$ cat src/hdl/grmt_pkg.sv
package grmt_pkg;

    localparam int POS_W     = 32;
    localparam int FRAC_W    = 14;
    localparam int MAG_W     = POS_W - FRAC_W - 1;
    localparam int DIM_W     = 7;
    localparam int CFG_IDX_W = 1;

    localparam logic [1:0] KIND_EMPTY  = 2'd0;
    localparam logic [1:0] KIND_WALL   = 2'd1;
    localparam logic [1:0] KIND_MARKED = 2'd2;

    localparam logic OP_WRITE = 1'b0;
    localparam logic OP_CAST  = 1'b1;

    localparam logic [CFG_IDX_W-1:0] CFG_MAP_WIDTH  = 1'd0;
    localparam logic [CFG_IDX_W-1:0] CFG_MAP_HEIGHT = 1'd1;

    localparam logic [DIM_W-1:0] DIM_RESET = 7'd64;

    typedef enum logic [3:0] {
        ST_CLEAR  = 4'b0001,
        ST_IDLE   = 4'b0010,
        ST_MARCH  = 4'b0100,
        ST_FINISH = 4'b1000
    } state_t;

    typedef struct packed {
        logic clear;
        logic write;
        logic start;
        logic step;
        logic flush;
        logic load_out;
    } cmd_t;

    typedef struct packed {
        logic clear_done;
        logic done;
    } status_t;

endpackage

$ cat src/hdl/grmt_ctrl.sv
module grmt_ctrl (
    input  logic              clk,
    input  logic              rst_n,
    input  logic              req_valid,
    input  logic              req_op,
    output logic              req_ready,
    output logic              rsp_valid,
    input  logic              rsp_ready,
    input  grmt_pkg::status_t status,
    output grmt_pkg::cmd_t    cmd
);

    grmt_pkg::state_t state_reg;
    grmt_pkg::state_t state_next;
    logic             out_vld_reg;
    logic             out_vld_next;

    always_ff @(posedge clk or negedge rst_n)
    begin
        if (!rst_n)
        begin
            state_reg   <= grmt_pkg::ST_CLEAR;
            out_vld_reg <= 1'b0;
        end
        else
        begin
            state_reg   <= state_next;
            out_vld_reg <= out_vld_next;
        end
    end

    always_comb
    begin
        state_next   = state_reg;
        out_vld_next = out_vld_reg;
        cmd          = '0;
        req_ready    = 1'b0;
        if (out_vld_reg && rsp_ready)
        begin
            out_vld_next = 1'b0;
        end
        case (state_reg)
            grmt_pkg::ST_CLEAR:
            begin
                cmd.clear = 1'b1;
                if (status.clear_done)
                begin
                    state_next = grmt_pkg::ST_IDLE;
                end
            end
            grmt_pkg::ST_IDLE:
            begin
                req_ready = 1'b1;
                if (req_valid)
                begin
                    if (req_op == grmt_pkg::OP_CAST)
                    begin
                        cmd.start  = 1'b1;
                        state_next = grmt_pkg::ST_MARCH;
                    end
                    else
                    begin
                        cmd.write = 1'b1;
                    end
                end
            end
            grmt_pkg::ST_MARCH:
            begin
                cmd.step = 1'b1;
                if (status.done)
                begin
                    cmd.flush  = 1'b1;
                    state_next = grmt_pkg::ST_FINISH;
                end
            end
            grmt_pkg::ST_FINISH:
            begin
                // wait for a free output slot
                if (!out_vld_reg || rsp_ready)
                begin
                    cmd.load_out = 1'b1;
                    out_vld_next = 1'b1;
                    state_next   = grmt_pkg::ST_IDLE;
                end
            end
            default:
            begin
                state_next = grmt_pkg::ST_CLEAR;
            end
        endcase
    end

    assign rsp_valid = out_vld_reg;

endmodule

$ cat config.mk
export PLATFORM = sky130hd
export DESIGN_NAME = grmt_ctrl
export DESIGN_NICKNAME = d
export VERILOG_FILES = /design/src/hdl/grmt_pkg.sv /design/src/hdl/grmt_ctrl.sv
export SDC_FILE = /design/constraint.sdc
export NUM_CORES = 1
export LEC_CHECK = 0
export BUFFER_PORTS_ARGS = -buffer_cell sky130_fd_sc_hd__buf_2
export CAP_MARGIN = 20
export CELL_PAD_IN_SITES_DETAIL_PLACEMENT = 1
export CELL_PAD_IN_SITES_GLOBAL_PLACEMENT = 2
export CORE_MARGIN = 2
export CORE_UTILIZATION = 24
export CTS_CLUSTER_SIZE = 25
export DETAILED_ROUTE_END_ITERATION = 12
export HOLD_SLACK_MARGIN = 0.02
export PLACE_DENSITY = 0.77
export SLEW_MARGIN = 10
export SYNTH_ARGS = -nofsm -noshare
export SYNTH_HDL_FRONTEND = slang
export SYNTH_SLANG_ARGS = --single-unit
$ cat constraint.sdc
create_clock -name clk -period 1.81 [get_ports clk]
set_input_delay 0.0905 -clock clk [delete_from_list [all_inputs] [get_ports clk]]
set_output_delay 0.0905 -clock clk [all_outputs]
set_load 0.01 [all_outputs]
-- After elaboration in Yosys (flattened, before gate mapping)
Cells that the tools add are included.
- output and inout port bits: 8
- register bits: 5
- bits of input ports: 7
- word-level logic and storage cells: 34
- reductions and logical operators: 4
- eq/ne operators: 9
- multiplexer cells: 19
- operators by type and width (operator ; number):
    4-bit two-way mux ; 5
    4-bit one-hot mux with 4 select lines ; 1
    1-bit two-way mux ; 10
    2-bit inequality test (second input constant) ; 5
    2-bit two-way mux ; 3
    5-bit AND reduction ; 1
    4-bit by 1-bit equality test with 1-bit output (second input constant) ; 1
    4-bit by 2-bit equality test with 1-bit output (second input constant) ; 1
    4-bit by 3-bit equality test with 1-bit output (second input constant) ; 1
    4-bit equality test (second input constant) ; 1
    1-bit logical AND ; 1
    1-bit logical NOT ; 1
    1-bit logical OR ; 1

-- Depth between registers and ports, before layout
Gate-level depths: netlist (run 1).
- depth after elaboration: 4
- gate-level depth with buffers: 4
- depth with buffers taken out: 3

-- Worst setup path before layout (run 1)
OpenSTA, ideal clock, no wires.
- path type: reg-to-reg
- start point: register state_reg[1]
- end point: register state_reg[1]
- stages on the path, launching flop included: 4
- data required time: 1.688 ns
- clock period less this slack: 1.489 ns
- slack: 0.321 ns
- data arrival time: 1.367 ns
- cells stage by stage: dfrtp_1 -> or4b_4 -> or2_0 -> a32o_1
- word-level cells in the longest chain between the ends: 3
- elaborated cells between the ends (all ways): 11
- those cells by class: 9 x eq/ne; 1 x mux; 1 x reduce/logical
- RTL lines (item ; line ; RTL):
    from (decl) ; grmt_ctrl.sv:13 ; grmt_pkg::state_t state_reg;
    from (signal assigned) ; grmt_ctrl.sv:22 ; state_reg <= grmt_pkg::ST_CLEAR;
    from (signal assigned) ; grmt_ctrl.sv:27 ; state_reg <= state_next;
    4-bit equality test, or another cell as far along ; grmt_ctrl.sv:42 ; case (state_reg)
    2-bit inequality test (no line) ; -- ;
    5-bit AND reduction (no line) ; -- ;
Parallel ways exist; a longest one is shown, timed or not.
A chain may end at the register's enable or synchronous reset.

==> results.md, run 1 <==
- Status: finished clean
- Ant diodes: 0
- Synth unique cells: 24
- Max_slew headroom: 74.55%
- Critical path arrival: 1640 ps
- Initial Util: 26.32%
- Register-to-Register Path Depth: 3
- Std-Cell Rows: 13
- Max reg flops: 4
- Reg-to-reg slack, setup: 240 ps
- Num CTS Buffers: 3
- Mapped cell area: 355.3 sq um
- Yosys warns: 0
- Clk sinks: 5
- Primary FF master, synth: dfrtp_1
- DRT antenna net count: 0
- First-pass GRT wire length: 1587 um
- Register area share after synthesis: 35.56%
- Hold endpoint: rsp_valid
- Crit path max fanout: 11
- Initial DRC count: 2
- Avg Inst Size Synth: 9.604 sq um
- Port bufs: 14
- Crit Path Category: reg2out
- Async set-reset flop share out of synthesis: 100.0%
- Die H: 42.48 um
- Worst Hold Depth: 3
- Synth area leaders: dfrtp_1 (28%), or4b_4 (7.7%), dfstp_2 (7.4%)
- Synth Net Count: 44
- Worst-case clock buffer depth: 2
- Vias: 334
- Detailed Route WL: 831 um
- Area Growth Syn to Fin: 33.10%
- Final setup vio count: 0
- RSZ-0062 raised after global routing: no
- Vias in the first global route: 337
- Leak Pwr: 0.0002385 uW
- Worst slack at placement: 228.2 ps
- Detailed-route DRC error count: 0
- Crit path max-delay cell type: or4b_4
- DR WL/cell: 12.04 um
- Root Driver: clkbuf_4
- Largest net degree at the start of global routing: 12
- Final Hold Vio Count: 0
- Antenna violations before repair: 0
- Core area: 0.001350 sq mm
- Depth of the CTS H-tree: 1
- Post-synth EDFFs: 0
- Die Wd: 42.48 um
- Skew-Pair Late Insertion Delay: 260 ps
- CTS tree: built
- Yosys reg bits: 5
- Endpoint class of the critical path: primary output
- Final period utilization: 95.38%
- Count leader, synth: dfrtp_1
- Detailed Place HPWL: 659.9 um
- Final Max Tran Viols: 0
- Synth Instances: 37
- Clock slew at reported path FFs: 50 ps
- Commonest cells in the netlist: dfrtp_1 (4), nor2_1 (3), nor3b_1 (3), o21ai_0 (3)
- Setup crit start kind: flop
- Share of the synthesized area in the top cell type: 28.17%
- Final worst slack: 83.61 ps
- Number of setup buffers added after CTS: 0
- Worst Hold Class: in2reg
- Setup Skew: 11.57 ps
- GRT Overall Usage: 12.43%
- Max Fclk: 0.5792 GHz
- Worst hold start: rsp_ready
- Cell taking the most area after synthesis: dfrtp_1
- Vias/cell: 4.841
- CP Data Required Time: 1720 ps
- Detailed Routing Iterations Pass 1: 3
- Final setup TNS: 0 ps
- Final min period: 1726 ps
- Share of cells above drive strength 1: 42.59%
- Power per cell area: 1188 mW/mm^2
- Worst reg2reg path endpoint: state_reg[1]
- Grt total ovfl: 0
- Critical path buffer and inverter count: 1
- Critical-path cell list: or4b_4, nor3b_1, buf_2
- Slew @ Worst Pin: 376.5 ps
- Layout Nets: 62
- I/O pin cnt: 15
- Die area: 0.001805 sq mm
- Final Wtd Congestion: 0.7230
- Crit path max-delay family: simple AND/OR/NAND/NOR gates
- CP peak stage delay: 570 ps
- Peak supply drop: 0.3768 mV
- R2R Path Start: state_reg[3]
- # Max-Cap Violations: 0
- Post-layout util: 35.03%
-- per-stage QoR --
stage	instance area, sq um	power, uW	hold slack, ps	std cells
2_1_floorplan	355.3	360.6	-205.1	37
3_3_place_gp	424.2	425.1	-87.89	63
3_5_place_dp	424.2	424.7	-85.34	63
4_1_cts	471.7	570.2	153.3	69
5_1_grt	473.0	616.9	178.4	69
6_report	473.0	561.7	148.7	69
-- cell families after synthesis --
logic type / synth area share [%]
and+or+nand+nor: 37.68
AOI/OAI and AO/OA: 15.14
DFF: 35.57
buffers and inverters: 6.687
xor gates and xnor gates: 4.930
-- power by group --
group | total (uW) | switching [uW] | internal [uW]
Sequential | 205 | 56.0 | 149
Clock | 137 | 56.8 | 80.6
Combinational | 219 | 96.2 | 123
-- cell type report --
cell class                      instances  area, sq um
Inverter                                1        3.754
Timing Repair Buffer                   16        90.09
Clock buffer                            3        22.52
Multi-Input combinational cell         28        205.2
Fill cell                             168        877.1
Clock inverter                          1        5.005
Tap cell                               15        18.77
Sequential cell                         5        127.6
-- routing by layer --
metal / global-route usage, % / part of all wire [%] / vias up
met1: 15.25 / 45 / 151
met4: 13.13 / 6.4 / 0
li1: - / - / 168
met5: 0 / 0 / -
met2: 16.92 / 44 / 11
met3: 2.586 / 4.5 / 4
-- worst min-delay path: stages --
cell      delay [ps]
buf_2             70
nand2b_1         150
nand2_1           60
-- layout by cell type, fill, tap and decap left out, types with 2 or more instances in the layout --
cell / n
nand2_1: 2
nor4b_1: 2
nor3b_1: 3
dlygate4sd3_1: 2
or4b_4: 2
clkbuf_4: 3
o21ai_0: 3
nor2_1: 3
dfrtp_1: 3
buf_2: 14
-- what timing repair did --
item                                   4_1_cts  5_1_grt
gates resized for setup                      0        1
hold buffers                                 2        0
setup endpoints to repair                    0        1
endpoints found under the hold margin        6        0
-- worst max path at each step --
stage                       from            to  depth (start not counted)  slack (ps)
floorplan           state_reg[1]  state_reg[1]                          3         320
global placement    state_reg[2]  state_reg[1]                          3         240
detailed placement  state_reg[2]  state_reg[1]                          3         230
CTS                 state_reg[2]        cmd[4]                          3          40
global route        state_reg[2]        cmd[4]                          3          20
finish              state_reg[2]        cmd[4]                          3          80
(Power assumes the default switching activity.)
==> run 2, diff against run 1 <==
- PLACE_DENSITY: 0.77 -> unset
- PLACE_DENSITY_LB_ADDON: unset -> 0.1
==> results.md, run 2 (same netlist as run 1, synthesis figures left out) <==
- Final Hold Vio Count: 0 (unchanged)
- Num CTS Buffers: 3 (unchanged)
- Peak supply drop: 0.5497 mV (+46%)
- Depth of the CTS H-tree: 1 (unchanged)
- Crit Path Category: reg2out
- Final Max Tran Viols: 0 (unchanged)
- Max Fclk: 0.5939 GHz (+2.5%)
- Critical path arrival: 1590 ps (-50 ps)
- Final setup TNS: 0 ps (unchanged)
- Core area: 0.001350 sq mm (unchanged)
- Worst-case clock buffer depth: 2 (unchanged)
- Leak Pwr: 0.0002410 uW (+1.1%)
- Slew @ Worst Pin: 377.9 ps (+1.443 ps)
- Critical path buffer and inverter count: 1 (unchanged)
- DR WL/cell: 13.13 um (+9.0%)
- Worst hold start: rsp_ready
- DRT antenna net count: 0 (unchanged)
- Detailed-route DRC error count: 0 (unchanged)
- Max reg flops: 4 (unchanged)
- Detailed Routing Iterations Pass 1: 3 (unchanged)
- GRT Overall Usage: 12.29% (-0.14 points)
- R2R Path Start: state_reg[1]
- Crit path max-delay family: simple AND/OR/NAND/NOR gates
- Final setup vio count: 0 (unchanged)
- Critical-path cell list: or4b_4, nor3b_1, buf_2
- Root Driver: clkbuf_4
- Initial Util: 26.32% (unchanged)
- Layout Cells excl Fill: 70 (+1.4%)
- Detailed Route WL: 919 um (+11%)
- Clk sinks: 5 (unchanged)
- Layout Nets: 63 (+1.6%)
- CP Data Required Time: 1720 ps (about the same)
- Filler instances: 172 (+2.4%)
- Final Wtd Congestion: 0.7492 (+3.6%)
- Initial DRC count: 4 (+2)
- Crit path max-delay cell type: or4b_4
- Die area: 0.001805 sq mm (unchanged)
- DP Area: 431.7 sq um (+1.8%)
- Setup crit start kind: flop
- Vias/cell: 4.843 (about the same)
- First-pass GRT wire length: 1538 um (-3.1%)
- Grt total ovfl: 0 (unchanged)
- Die Wd: 42.48 um (unchanged)
- Area Growth Syn to Fin: 34.86%
- Number of setup buffers added after CTS: 0 (unchanged)
- Largest net degree at the start of global routing: 9 (-3)
- Std-Cell Rows: 13 (unchanged)
- Clock slew at reported path FFs: 50 ps (about the same)
- Endpoint class of the critical path: primary output
- Status: finished clean
- Final min period: 1684 ps (-42.68 ps)
- Crit path max fanout: 8 (-3)
- Worst Hold Class: in2reg
- # Max-Cap Violations: 0 (unchanged)
- I/O pin cnt: 15 (unchanged)
- Share of cells above drive strength 1: 41.82% (-0.77 points)
- Most common cell after layout, fill and taps aside: buf_2
- Skew-Pair Late Insertion Delay: 260 ps (about the same)
- RSZ-0062 raised after global routing: no
- Port bufs: 14 (unchanged)
- Vias in the first global route: 363 (+7.7%)
- Setup Skew: 3.744 ps (-7.829 ps)
- Ant diodes: 0 (unchanged)
- Vias: 339 (+1.5%)
- Final Cell Area: 479.2 sq um (+1.3%)
- Crit path launch: state_reg[3]
- Placed insts: 64 (+1.6%)
- Die H: 42.48 um (unchanged)
- Final period utilization: 93.02% (-2.4 points)
- Max_slew headroom: 74.45% (-0.097 points)
- Power per cell area: 1195 mW/mm^2 (+0.58%)
- CTS tree: built
- Antenna violations before repair: 0 (unchanged)
- CP peak stage delay: 540 ps (-30 ps)
[run 2: cell types whose count changed in the layout (fill, tap and decap cells not counted)]
cell | previous run | this run
buf_4 | 0 | 1
clkbuf_1 | 0 | 1
clkinv_2 | 1 | 0
[run 2: metal layers]
layer | GRT usage, % | vias to the layer above | share of wire (%)
met1 | 13.80 | 157 | 42
met2 | 16.62 | 11 | 47
met3 | 8.621 | 3 | 9.0
met4 | 7.500 | 0 | 2.0
met5 | 0 | - | 0
li1 | - | 168 | -
[run 2: area by class of cell]
| cell class | count | area (sq um) | area share, % |
|---|---|---|---|
| multi-input combinational | 28 | 205.2 | 42.82 |
| sequential | 5 | 127.6 | 26.63 |
| timing repair buffer | 17 | 97.59 | 20.37 |
| clock buffer | 4 | 26.28 | 5.483 |
| tap | 15 | 18.77 | 3.916 |
| inverter | 1 | 3.754 | 0.7833 |
[run 2: path summary, 6_finish.rpt]
check,end,slack (ps),depth (start not counted)
max,cmd[4],130,3
min,rsp_valid,140,3
max reg2reg,state_reg[1],240,3
min reg2reg,rsp_valid,530,2
max in group asynchronous,state_reg[0],1410,2
min in group asynchronous,rsp_valid,180,2
[run 2: through the flow]
step                      total power [uW]  hold slack (ps)  setup WS [ps]  util, %
after floorplan                      360.6           -205.1          321.2        -
after global placement               437.4           -85.57          278.1    31.97
after detailed placement             433.4           -89.66          249.4    31.97
after CTS                            580.1            146.8          82.32    35.40
after global routing                 623.4            185.4          18.13    35.50
final                                572.4            143.8          126.3    35.50
[run 2: worst register-to-register path, stage by stage, from the launching register on]
cell and delay [ps]:
dfrtp_1 450, or4b_4 570, or2_0 230, a32o_1 220
[run 2: repair_timing]
action,in CTS,in global routing
hold endpoints to repair,6,0
hold buffers,2,0
gates resized for setup,0,1
setup endpoints to repair,0,1
[run 2: where the power goes]
group / internal, uW / switching [uW] / total, uW / leakage [uW]
Clock: 84.0 / 55.7 / 140 / 0.0000150
Sequential: 148 / 49.1 / 197 / 0.0000628
Combinational: 129 / 106 / 235 / 0.000163
